[src/tps_pkg.sv]
// Shared widths, constants and codes for the tree parent selector.
package tps_pkg;

    localparam int unsigned NODE_W      = 16;
    localparam int unsigned HOPS_W      = 16;
    localparam int unsigned QUAL_W      = 16;
    localparam int unsigned COMP_W      = 16;
    localparam int unsigned STATUS_W    = 2;
    localparam int unsigned IN_DATA_W   = 72;
    localparam int unsigned OUT_DATA_W  = 24;
    localparam int unsigned CFG_IDX_W   = 1;
    localparam int unsigned CFG_DATA_W  = 16;

    localparam logic [NODE_W-1:0] NO_NODE      = 16'hFFFF;
    localparam logic [HOPS_W-1:0] NO_HOPS      = 16'hFFFF;
    localparam logic [QUAL_W-1:0] MARGIN_RESET = 16'd1000;

    localparam logic [CFG_IDX_W-1:0] REG_IS_SINK        = 1'd0;
    localparam logic [CFG_IDX_W-1:0] REG_QUALITY_MARGIN = 1'd1;

    localparam logic [STATUS_W-1:0] ST_FORWARD  = 2'd0;
    localparam logic [STATUS_W-1:0] ST_NO_ROUTE = 2'd1;
    localparam logic [STATUS_W-1:0] ST_LOCAL    = 2'd2;

    typedef struct packed {
        logic [QUAL_W-1:0] link_quality;
        logic [HOPS_W-1:0] hop_distance;
        logic [COMP_W-1:0] component_id;
        logic              link_bidirectional;
        logic [NODE_W-1:0] neighbor_id;
    } entry_t;

endpackage

[src/tree_parent_selector_unit.sv]
// Top level: neighbour table scan and parent decision with quality hysteresis.
// Result path: an accepted last beat waits in the entry register until the result
// register is empty or being read, then its result is registered there.
// Throughput: one table entry per cycle; a last beat waits in the entry register
// while the previous result beat is held by the receiver.
// Reset: parent 0xFFFF, scan state cleared, is_sink 0, quality_margin 1000.
module tree_parent_selector_unit (
    input  logic                             clk,
    input  logic                             rst_n,
    input  logic                             s_tvalid,
    output logic                             s_tready,
    // neighbor_id[15:0], link_bidirectional[16], component_id[32:17],
    // hop_distance[48:33], link_quality[64:49], zero[71:65]
    input  logic [tps_pkg::IN_DATA_W-1:0]    s_tdata,
    input  logic                             s_tlast,
    output logic                             m_tvalid,
    input  logic                             m_tready,
    // next_hop[15:0], route_status[17:16], parent_changed[18], zero[23:19]
    output logic [tps_pkg::OUT_DATA_W-1:0]   m_tdata,
    input  logic                             cfg_we,
    input  logic [tps_pkg::CFG_IDX_W-1:0]    cfg_index,
    input  logic [tps_pkg::CFG_DATA_W-1:0]   cfg_data
);
    import tps_pkg::*;

    logic                is_sink_reg;
    logic [QUAL_W-1:0]   margin_reg;

    logic                in_valid_reg;
    entry_t              in_entry_reg;
    logic                in_last_reg;

    logic [NODE_W-1:0]   parent_reg, parent_next;
    logic [NODE_W-1:0]   best_id_reg, best_id_next;
    logic [QUAL_W-1:0]   best_qual_reg, best_qual_next;
    logic [HOPS_W-1:0]   best_hops_reg, best_hops_next;
    logic [QUAL_W-1:0]   par_qual_reg, par_qual_next;
    logic [HOPS_W-1:0]   par_hops_reg, par_hops_next;

    logic                out_valid_reg;
    logic [NODE_W-1:0]   out_hop_reg, out_hop_next;
    logic [STATUS_W-1:0] out_status_reg, out_status_next;
    logic                out_changed_reg, out_changed_next;

    logic                fire;
    logic                counts;
    logic                replace;
    logic [QUAL_W:0]     qual_limit;

    assign fire     = in_valid_reg && (!in_last_reg || !out_valid_reg || m_tready);
    assign s_tready = !in_valid_reg || fire;

    always_comb
    begin
        counts         = in_entry_reg.link_bidirectional &&
                         (in_entry_reg.component_id == '0);
        best_id_next   = best_id_reg;
        best_qual_next = best_qual_reg;
        best_hops_next = best_hops_reg;
        par_qual_next  = par_qual_reg;
        par_hops_next  = par_hops_reg;
        if (counts)
        begin
            if (in_entry_reg.neighbor_id == parent_reg)
            begin
                par_qual_next = in_entry_reg.link_quality;
                par_hops_next = in_entry_reg.hop_distance;
            end
            if ((in_entry_reg.hop_distance < best_hops_reg) ||
                ((in_entry_reg.hop_distance == best_hops_reg) &&
                 (in_entry_reg.link_quality > best_qual_reg)))
            begin
                best_id_next   = in_entry_reg.neighbor_id;
                best_qual_next = in_entry_reg.link_quality;
                best_hops_next = in_entry_reg.hop_distance;
            end
        end

        qual_limit = {1'b0, par_qual_next} + {1'b0, margin_reg};
        replace    = (par_qual_next == '0) ||
                     (best_hops_next < par_hops_next) ||
                     ((best_hops_next == par_hops_next) &&
                      ({1'b0, best_qual_next} > qual_limit));

        parent_next      = replace ? best_id_next : parent_reg;
        out_hop_next     = parent_next;
        out_status_next  = (parent_next == NO_NODE) ? ST_NO_ROUTE : ST_FORWARD;
        out_changed_next = (parent_next != parent_reg);
        if (is_sink_reg)
        begin
            parent_next      = '0;
            out_hop_next     = '0;
            out_status_next  = ST_LOCAL;
            out_changed_next = 1'b0;
        end
    end

    // input stage
    always_ff @(posedge clk or negedge rst_n)
    begin
        if (!rst_n)
        begin
            in_valid_reg <= 1'b0;
        end
        else if (s_tready)
        begin
            in_valid_reg <= s_tvalid;
        end
    end

    always_ff @(posedge clk)
    begin
        if (s_tready && s_tvalid)
        begin
            in_entry_reg <= entry_t'(s_tdata[$bits(entry_t)-1:0]);
            in_last_reg  <= s_tlast;
        end
    end

    // configuration and scan state
    always_ff @(posedge clk or negedge rst_n)
    begin
        if (!rst_n)
        begin
            is_sink_reg   <= 1'b0;
            margin_reg    <= MARGIN_RESET;
            parent_reg    <= NO_NODE;
            best_id_reg   <= NO_NODE;
            best_qual_reg <= '0;
            best_hops_reg <= NO_HOPS;
            par_qual_reg  <= '0;
            par_hops_reg  <= NO_HOPS;
        end
        else
        begin
            if (cfg_we)
            begin
                case (cfg_index)
                    REG_IS_SINK:
                    begin
                        is_sink_reg <= cfg_data[0];
                        parent_reg  <= cfg_data[0] ? '0 : NO_NODE;
                    end
                    REG_QUALITY_MARGIN:
                    begin
                        margin_reg <= cfg_data[QUAL_W-1:0];
                    end
                    default:
                    begin
                    end
                endcase
            end
            if (fire && (in_last_reg || !is_sink_reg))
            begin
                if (in_last_reg)
                begin
                    // decide, then clear the scan
                    parent_reg    <= parent_next;
                    best_id_reg   <= NO_NODE;
                    best_qual_reg <= '0;
                    best_hops_reg <= NO_HOPS;
                    par_qual_reg  <= '0;
                    par_hops_reg  <= NO_HOPS;
                end
                else
                begin
                    best_id_reg   <= best_id_next;
                    best_qual_reg <= best_qual_next;
                    best_hops_reg <= best_hops_next;
                    par_qual_reg  <= par_qual_next;
                    par_hops_reg  <= par_hops_next;
                end
            end
        end
    end

    // result register
    always_ff @(posedge clk or negedge rst_n)
    begin
        if (!rst_n)
        begin
            out_valid_reg <= 1'b0;
        end
        else if (fire && in_last_reg)
        begin
            out_valid_reg <= 1'b1;
        end
        else if (m_tready)
        begin
            out_valid_reg <= 1'b0;
        end
    end

    always_ff @(posedge clk)
    begin
        if (fire && in_last_reg)
        begin
            out_hop_reg     <= out_hop_next;
            out_status_reg  <= out_status_next;
            out_changed_reg <= out_changed_next;
        end
    end

    assign m_tvalid = out_valid_reg;
    assign m_tdata  = {{(OUT_DATA_W - NODE_W - STATUS_W - 1){1'b0}},
                       out_changed_reg, out_status_reg, out_hop_reg};

    a_status_code: assert property (@(posedge clk) disable iff (!rst_n)
        m_tvalid |-> (m_tdata[17:16] == ST_FORWARD) || (m_tdata[17:16] == ST_NO_ROUTE) ||
                     (m_tdata[17:16] == ST_LOCAL))
        else $error("route status code out of range");

    a_no_route_hop: assert property (@(posedge clk) disable iff (!rst_n)
        (m_tvalid && (m_tdata[17:16] != ST_LOCAL)) |->
            ((m_tdata[17:16] == ST_NO_ROUTE) == (m_tdata[15:0] == NO_NODE)))
        else $error("no-route status disagrees with next hop");

    a_local_result: assert property (@(posedge clk) disable iff (!rst_n)
        (m_tvalid && (m_tdata[17:16] == ST_LOCAL)) |->
            ((m_tdata[15:0] == '0) && !m_tdata[18]))
        else $error("local delivery result carries a parent or a change");

    a_scan_cleared: assert property (@(posedge clk) disable iff (!rst_n)
        (fire && in_last_reg) |=> (best_hops_reg == NO_HOPS) && (par_qual_reg == '0))
        else $error("scan state not cleared after decision");

endmodule

[config.mk]
export PLATFORM = sky130hd
export DESIGN_NAME = tree_parent_selector_unit
export DESIGN_NICKNAME = d
export VERILOG_FILES = /design/src/tps_pkg.sv /design/src/tree_parent_selector_unit.sv
export SDC_FILE = /design/constraint.sdc
export NUM_CORES = 1
export LEC_CHECK = 0
export ABC_CLOCK_PERIOD_IN_PS = 19100
export BUFFER_PORTS_ARGS = -buffer_cell sky130_fd_sc_hd__buf_4
export CAP_MARGIN = 10
export CORE_ASPECT_RATIO = 0.5
export CORE_MARGIN = 1
export CORE_UTILIZATION = 56
export DETAILED_ROUTE_END_ITERATION = 7
export GPL_TIMING_DRIVEN = 0
export PLACE_DENSITY = 0.85
export SYNTH_ARGS = -nofsm -noshare
export SYNTH_HDL_FRONTEND = slang
export SYNTH_SLANG_ARGS = --single-unit
[constraint.sdc]
create_clock -name clk -period 19.1 [get_ports clk]
set_input_delay 3.82 -clock clk [delete_from_list [all_inputs] [get_ports clk]]
set_output_delay 3.82 -clock clk [all_outputs]
set_load 0.02 [all_outputs]
==> impl_metrics.toml, run 1 <==
[clock_tree]
cts_setup_buffers = 0
hold_buffers = 0
clock-sinks = 200
root_buffer = "clkbuf_16"
h-tree-depth = 4
cts_max_path_buffers = 2
cts_buffers = 17
cts_resized = 0
cts.clk_slew.worst_paths_ns = 0.08
insertion_delay_ns = 0.46
cts_tree = "yes"

[timing]
timing.fmax_mhz = 122.4
worst_pin_slew_ns = 0.9573
worst_slack_ns = 10.93
slew_headroom = 0.3618
hold_ws_ns = 0.4930
worst_clock_skew_ns = 0.009515
period_needed_ns = 8.169
period_share = 0.4277
finalHoldViolCount = 0
tns_ns = 0
setup_viol = 0
grt_setup_unrepaired = "no"
final_max_slew_viol_count = 0

[route]
dr.pass1.iters = 5
drt_wl_total_mm = 29.35
wl_per_cell_um = 20.30
first_iter_violations = 776
ant_nets = 0
via_per_inst = 6.193
drc = 0
num_vias = 8955

[critical_path]
r2r_end = "out_status_reg[0]"
critical_path_class = "in -> out"
arrival_ns = 4.35
ff2ff_setup_slack_ns = 11.34
cp-end-kind = "primary output"
path_max_fanout = 3
r2r_cells = 28
worstReg2RegStart = "parent_reg[4]"
crit_path_start_kind = "input pin"
critPathRequiredTime_ns = 15.28

[global_routing]
grt_start_max_net_pins = 91
grt_pass1_wl_mm = 46.40
antenna_found_initial = 0
grt_overflow = 0
grt_pass1_vias = 8815
track_usage = 0.2965

[floorplanning]
core_area_mm2 = 0.01892
num_rows = 35
dieArea_mm2 = 0.02044
pin_count = 121
die_h_um = 101.6
die_w_um = 201.2
initial_core_util = 0.5872

[job]
drv_cap = 0

[place]
portBuffers = 108
place.gp.congestion = 0.9188
place_worst_setup_slack_ns = 10.94
hpwl_mm = 21.43

[logic_synthesis]
syn_avg_cell_area_um2 = 10.67
async_flop_share = 0.5750
synth_top_flop_cell = "edfxtp_1"
syn_inst = 1041
syn_area_mm2 = 0.01111
synth-edff-count = 85
ys_seq_elements = 200
synth_cell_types = 68
yosys_warnings = 0
yosys.area.top_type = "edfxtp_1"
yosysSeqAreaShare = 0.4967
yosys-top-cells-area = "edfxtp_1 (23%), dfstp_2 (17%), dfrtp_1 (10%), ha_1 (9.0%), nand2_1 (4.3%)"
yosysTopAreaCellShare = 0.2298

[final_layout]
drive_gt1_frac = 0.2350
syn_to_final_growth_pct = 15.93
largest_register_ffs = 65
post-route-util = 0.6808
final_nets = 1350
num_antenna_cells = 0

[worst_hold_path]
hp-class = "reg -> reg"
whs_endpoint = "out_status_reg[1]"
hp-start = "is_sink_reg"
min_path_cells = 0

[pwr]
p_int_mw = 0.7301
p_sw_mw = 0.2842
power_leakage_nw = 5.521
p_clk_frac = 0.358
p_comb_frac = 0.136
seq_power_share = 0.505
p_sw_frac = 0.2802
peakVddDrop_mv = 0.06069
powerDensity_mw_per_mm2 = 78.76

[outcome]
status = "finished, final reports clean"
## cell usage in the layout, fill, tap and decap left out, types with 3 or more instances in the layout
master,count
nand2_1,128
buf_4,119
edfxtp_1,85
ha_1,80
dfstp_2,70
nor2_1,69
inv_1,60
a21oi_1,60
o21ai_0,56
dfrtp_1,45
mux2_2,38
mux2i_1,30
clkbuf_1,25
nand4_1,20
xor2_1,20
nor4_1,18
o22ai_1,18
o22a_1,17
clkbuf_16,17
a22o_1,16
a32oi_1,15
xnor2_1,13
nand3_1,13
nor2b_1,12
buf_2,10
nor3_1,9
o211ai_1,9
nand2b_1,8
a21o_1,8
o21a_1,8
a211oi_1,7
or3_1,6
and3_1,5
a2111oi_0,5
conb_1,5
inv_6,4
clkinv_4,4
o2111ai_1,3
a31oi_1,3
## worst max-delay path, stage by stage
cell and delay [ns]:
buf_4 0.11, nand4b_1 0.22, buf_4 0.20
## cell usage after synthesis, types with 3 or more instances
cell         n
inv_1       60
a32oi_1     15
ha_1        80
mux2_2      38
a22o_1      16
and2_1       3
o22a_1      17
nor2_1      69
xnor2_1     13
a21o_1       8
nor3_1       9
or3_1        6
o211ai_1     9
o21a_1       8
o22ai_1     18
nor2b_1     12
a211oi_1     7
nand3_1     13
buf_4       11
edfxtp_1    85
a21oi_1     60
a31oi_1      3
mux2i_1     30
dfrtp_1     45
clkbuf_1    24
nand4_1     20
and3_1       5
a2111oi_0    5
buf_2       10
o21ai_0     56
nand2b_1     8
nor4_1      18
o2111ai_1    3
nand2_1    128
dfstp_2     70
xor2_1      20
## worst max-delay path by stage
stage	cells after the start	end	slack, ns	from
detailed placement	3	s_tready	10.94	m_tready
finish	3	s_tready	10.93	m_tready
floorplan	1	s_tready	11.14	m_tready
global route	3	s_tready	10.91	m_tready
CTS	3	s_tready	10.93	m_tready
global placement	3	s_tready	10.97	m_tready
## final cells by class
cell class,instances,area [um2]
clock buffers,19,442.9
plain buffers,48,241.5
flip-flops and latches,200,5518
multi-input cells,737,5142
fillers,1400,6040
repair buffers,110,849.6
well taps,259,324.1
inverters,60,225.2
clock inverters,13,135.1
## power by group through the flow
| stage | Sequential, mW | Clock, mW | Combinational, mW |
|---|---|---|---|
| final | 0.513 | 0.363 | 0.138 |
| after global routing | 0.515 | 0.381 | 0.151 |
| after CTS | 0.512 | 0.364 | 0.137 |
| after detailed placement | 0.519 | 0 | 0.135 |
| after global placement | 0.519 | 0 | 0.130 |
| after floorplan | 0.512 | 0 | 0.0818 |
## cells by family after synthesis
logic type | share of synthesized area
and+or+nand+nor | 0.1261
AOI/OAI and AO/OA | 0.1500
DFF | 0.4967
buffers and inverters | 0.04201
adders and majority gates | 0.09190
muxes | 0.06690
xor gates and xnor gates | 0.02602
other | 0.0003376
## metal layers
metal | track usage | share of wire
met4 | 0.1113 | 0.025
met3 | 0.05405 | 0.076
met1 | 0.3980 | 0.43
met2 | 0.4879 | 0.47
met5 | 0 | 0
## through the flow
step                      instance area [um2]  power [mW]  cells
final                                   12880       1.014   1446
after global routing                    12880       1.047   1446
after CTS                               12870       1.013   1445
after detailed placement                12290      0.6548   1413
after global placement                  12260      0.6492   1412
after floorplan                         11120      0.5940   1045
Note: power is estimated with default switching activity, not from simulation.
==> run 2: changes to the inputs <==
- ABC_CLOCK_PERIOD_IN_PS: 19100 -> 7500
- CORE_UTILIZATION: 56 -> 54
- clock period: 19.1 -> 7.5 ns (I/O delays scaled with it)
==> impl_metrics.toml, run 2 (synthesis results as in run 1) <==
[final_layout]
final_area_mm2 = 0.01293
drive_gt1_frac = 0.2338
seq_area_mm2 = 0.005518
num_antenna_cells = 0
syn_to_final_growth_pct = 16.36
largest_register_ffs = 65
mostFrequentLayoutCell = "nand2_1"
layout_common_cells = "nand2_1 (128), buf_4 (119), edfxtp_1 (85), ha_1 (80), dfstp_2 (70)"
multi_input_area_mm2 = 0.005172
fillCellCount = 1529
final_nets = 1348

[timing]
setup_viol = 0
tns_ns = 0
slew_headroom = 0.1191
period_share = 0.9636
worst_slack_ns = 0.2727
finalHoldViolCount = 0
worst_pin_slew_ns = 1.310
grt_setup_unrepaired = "no"
final_max_slew_viol_count = 0
timing.fmax_mhz = 138.4
worst_clock_skew_ns = 0.009278
period_needed_ns = 7.227

[floorplanning]
dieArea_mm2 = 0.02119
core_area_mm2 = 0.01982
die_w_um = 204.8
num_rows = 36
die_h_um = 103.4
pin_count = 121
initial_core_util = 0.5605

[global_routing]
antenna_found_initial = 0
grt_pass1_wl_mm = 45.85
track_usage = 0.2862
grt_pass1_vias = 8952
grt_start_max_net_pins = 101
grt_overflow = 0

[clock_tree]
insertion_delay_ns = 0.45
cts.clk_slew.worst_paths_ns = 0.07
root_buffer = "clkbuf_16"
cts_buffers = 17
cts_max_path_buffers = 2
cts_tree = "yes"
h-tree-depth = 4
clock-sinks = 200

[worst_hold_path]
min_path_cells = 2
hp-class = "reg -> reg"

[pwr]
p_sw_mw = 0.6932
powerDensity_mw_per_mm2 = 201.2
power_leakage_nw = 5.539
seq_power_share = 0.503
p_comb_frac = 0.135
p_int_mw = 1.907
p_sw_frac = 0.2666
p_clk_frac = 0.362
peakVddDrop_mv = 0.1430

[route]
drt_wl_total_mm = 29.51
wl_per_cell_um = 20.34
via_per_inst = 6.195
first_iter_violations = 778
ant_nets = 0
dr.pass1.iters = 7
drc = 0
num_vias = 8989

[critical_path]
path_max_fanout = 10
critPathRequiredTime_ns = 7.82
crit_path_start_kind = "flip-flop"
critical_path_class = "reg -> reg"
cp-end-kind = "flip-flop"
max_stage_delay_ns = 0.54
slowest_stage = "edfxtp_1"
r2r_cells = 28
arrival_ns = 7.55

[place]
placed_area_mm2 = 0.01230
hpwl_mm = 21.64
place.gp.congestion = 0.9515
place_worst_setup_slack_ns = -0.007906
portBuffers = 108

[outcome]
status = "finished, final reports clean"

[job]
drv_cap = 0
==> run 2: cell count changes in the layout (fill, tap and decap cells not counted), moves of 2 or more <==
cell | before | now
bufinv_16 | 1 | 3
buf_2 | 10 | 6
inv_6 | 4 | 1
clkinv_1 | 0 | 3
clkbuf_4 | 0 | 3
inv_8 | 2 | 0
==> run 2: path summary, 6_finish.rpt <==
| check | to | from | slack, ns |
|---|---|---|---|
| max reg2reg | out_status_reg[0] | in_entry_reg[11] | 0.27 |
| min reg2reg | best_hops_reg[11] | best_hops_reg[11] | 0.49 |
| min in group asynchronous | best_id_reg[6] | rst_n | 1.09 |
| max in group asynchronous | best_hops_reg[12] | rst_n | 5.85 |
| min | best_hops_reg[11] | best_hops_reg[11] | 0.49 |
| max | out_status_reg[0] | in_entry_reg[11] | 0.27 |
==> run 2: area by class of cell <==
class                   instances  share of cell area
clock inverters                12             0.01181
multi-input cells             737              0.4001
clock buffers                  20             0.03378
plain buffers                  47             0.01916
well taps                     266             0.02575
repair buffers                109             0.06514
flip-flops and latches        200              0.4268
inverters                      60             0.01742
==> run 2: worst max-delay path, delay by kind of cell (launching register included) <==
kind / cells / cell delay (ns)
buffers and inverters: 4 / 0.77
XOR/XNOR: 1 / 0.20
AO/OA/AOI/OAI: 9 / 2.13
adder cells (fa/ha/maj): 3 / 0.74
flip-flops: 1 / 0.54
AND/OR/NAND/NOR: 9 / 1.97
multiplexers: 2 / 0.74
==> run 2: metrics by stage <==
step / total power [mW] / hold slack, ns / instances / utilization
4_1_cts: 2.599 / 0.4943 / 1452 / 0.6507
6_report: 2.600 / 0.4934 / 1451 / 0.6523
2_1_floorplan: 1.513 / 0.4457 / 1045 / -
3_3_place_gp: 1.652 / 0.4671 / 1419 / 0.6190
5_1_grt: 2.684 / 0.5085 / 1451 / 0.6523
3_5_place_dp: 1.667 / 0.4790 / 1420 / 0.6207
==> run 2: repair_timing <==
action	in CTS	in global routing
setup endpoints to repair	9	34
gates resized for setup	1	9
setup buffers	0	0
hold buffers	0	0
==> run 2: power groups by stage <==
stage | Combinational (mW) | Sequential [mW] | Clock (mW)
3_5_place_dp | 0.346 | 1.32 | 0
6_report | 0.351 | 1.31 | 0.942
4_1_cts | 0.349 | 1.30 | 0.949
5_1_grt | 0.384 | 1.31 | 0.988
2_1_floorplan | 0.208 | 1.30 | 0
3_3_place_gp | 0.332 | 1.32 | 0
==> run 2: per-layer routing <==
layer / global-route usage / wire (um) / vias to the layer above
met5: 0 / 0 / -
met4: 0.1028 / 644 / 0
met3: 0.05639 / 2164 / 68
met2: 0.4683 / 14100 / 417
met1: 0.3840 / 12600 / 4417
li1: - / - / 4087
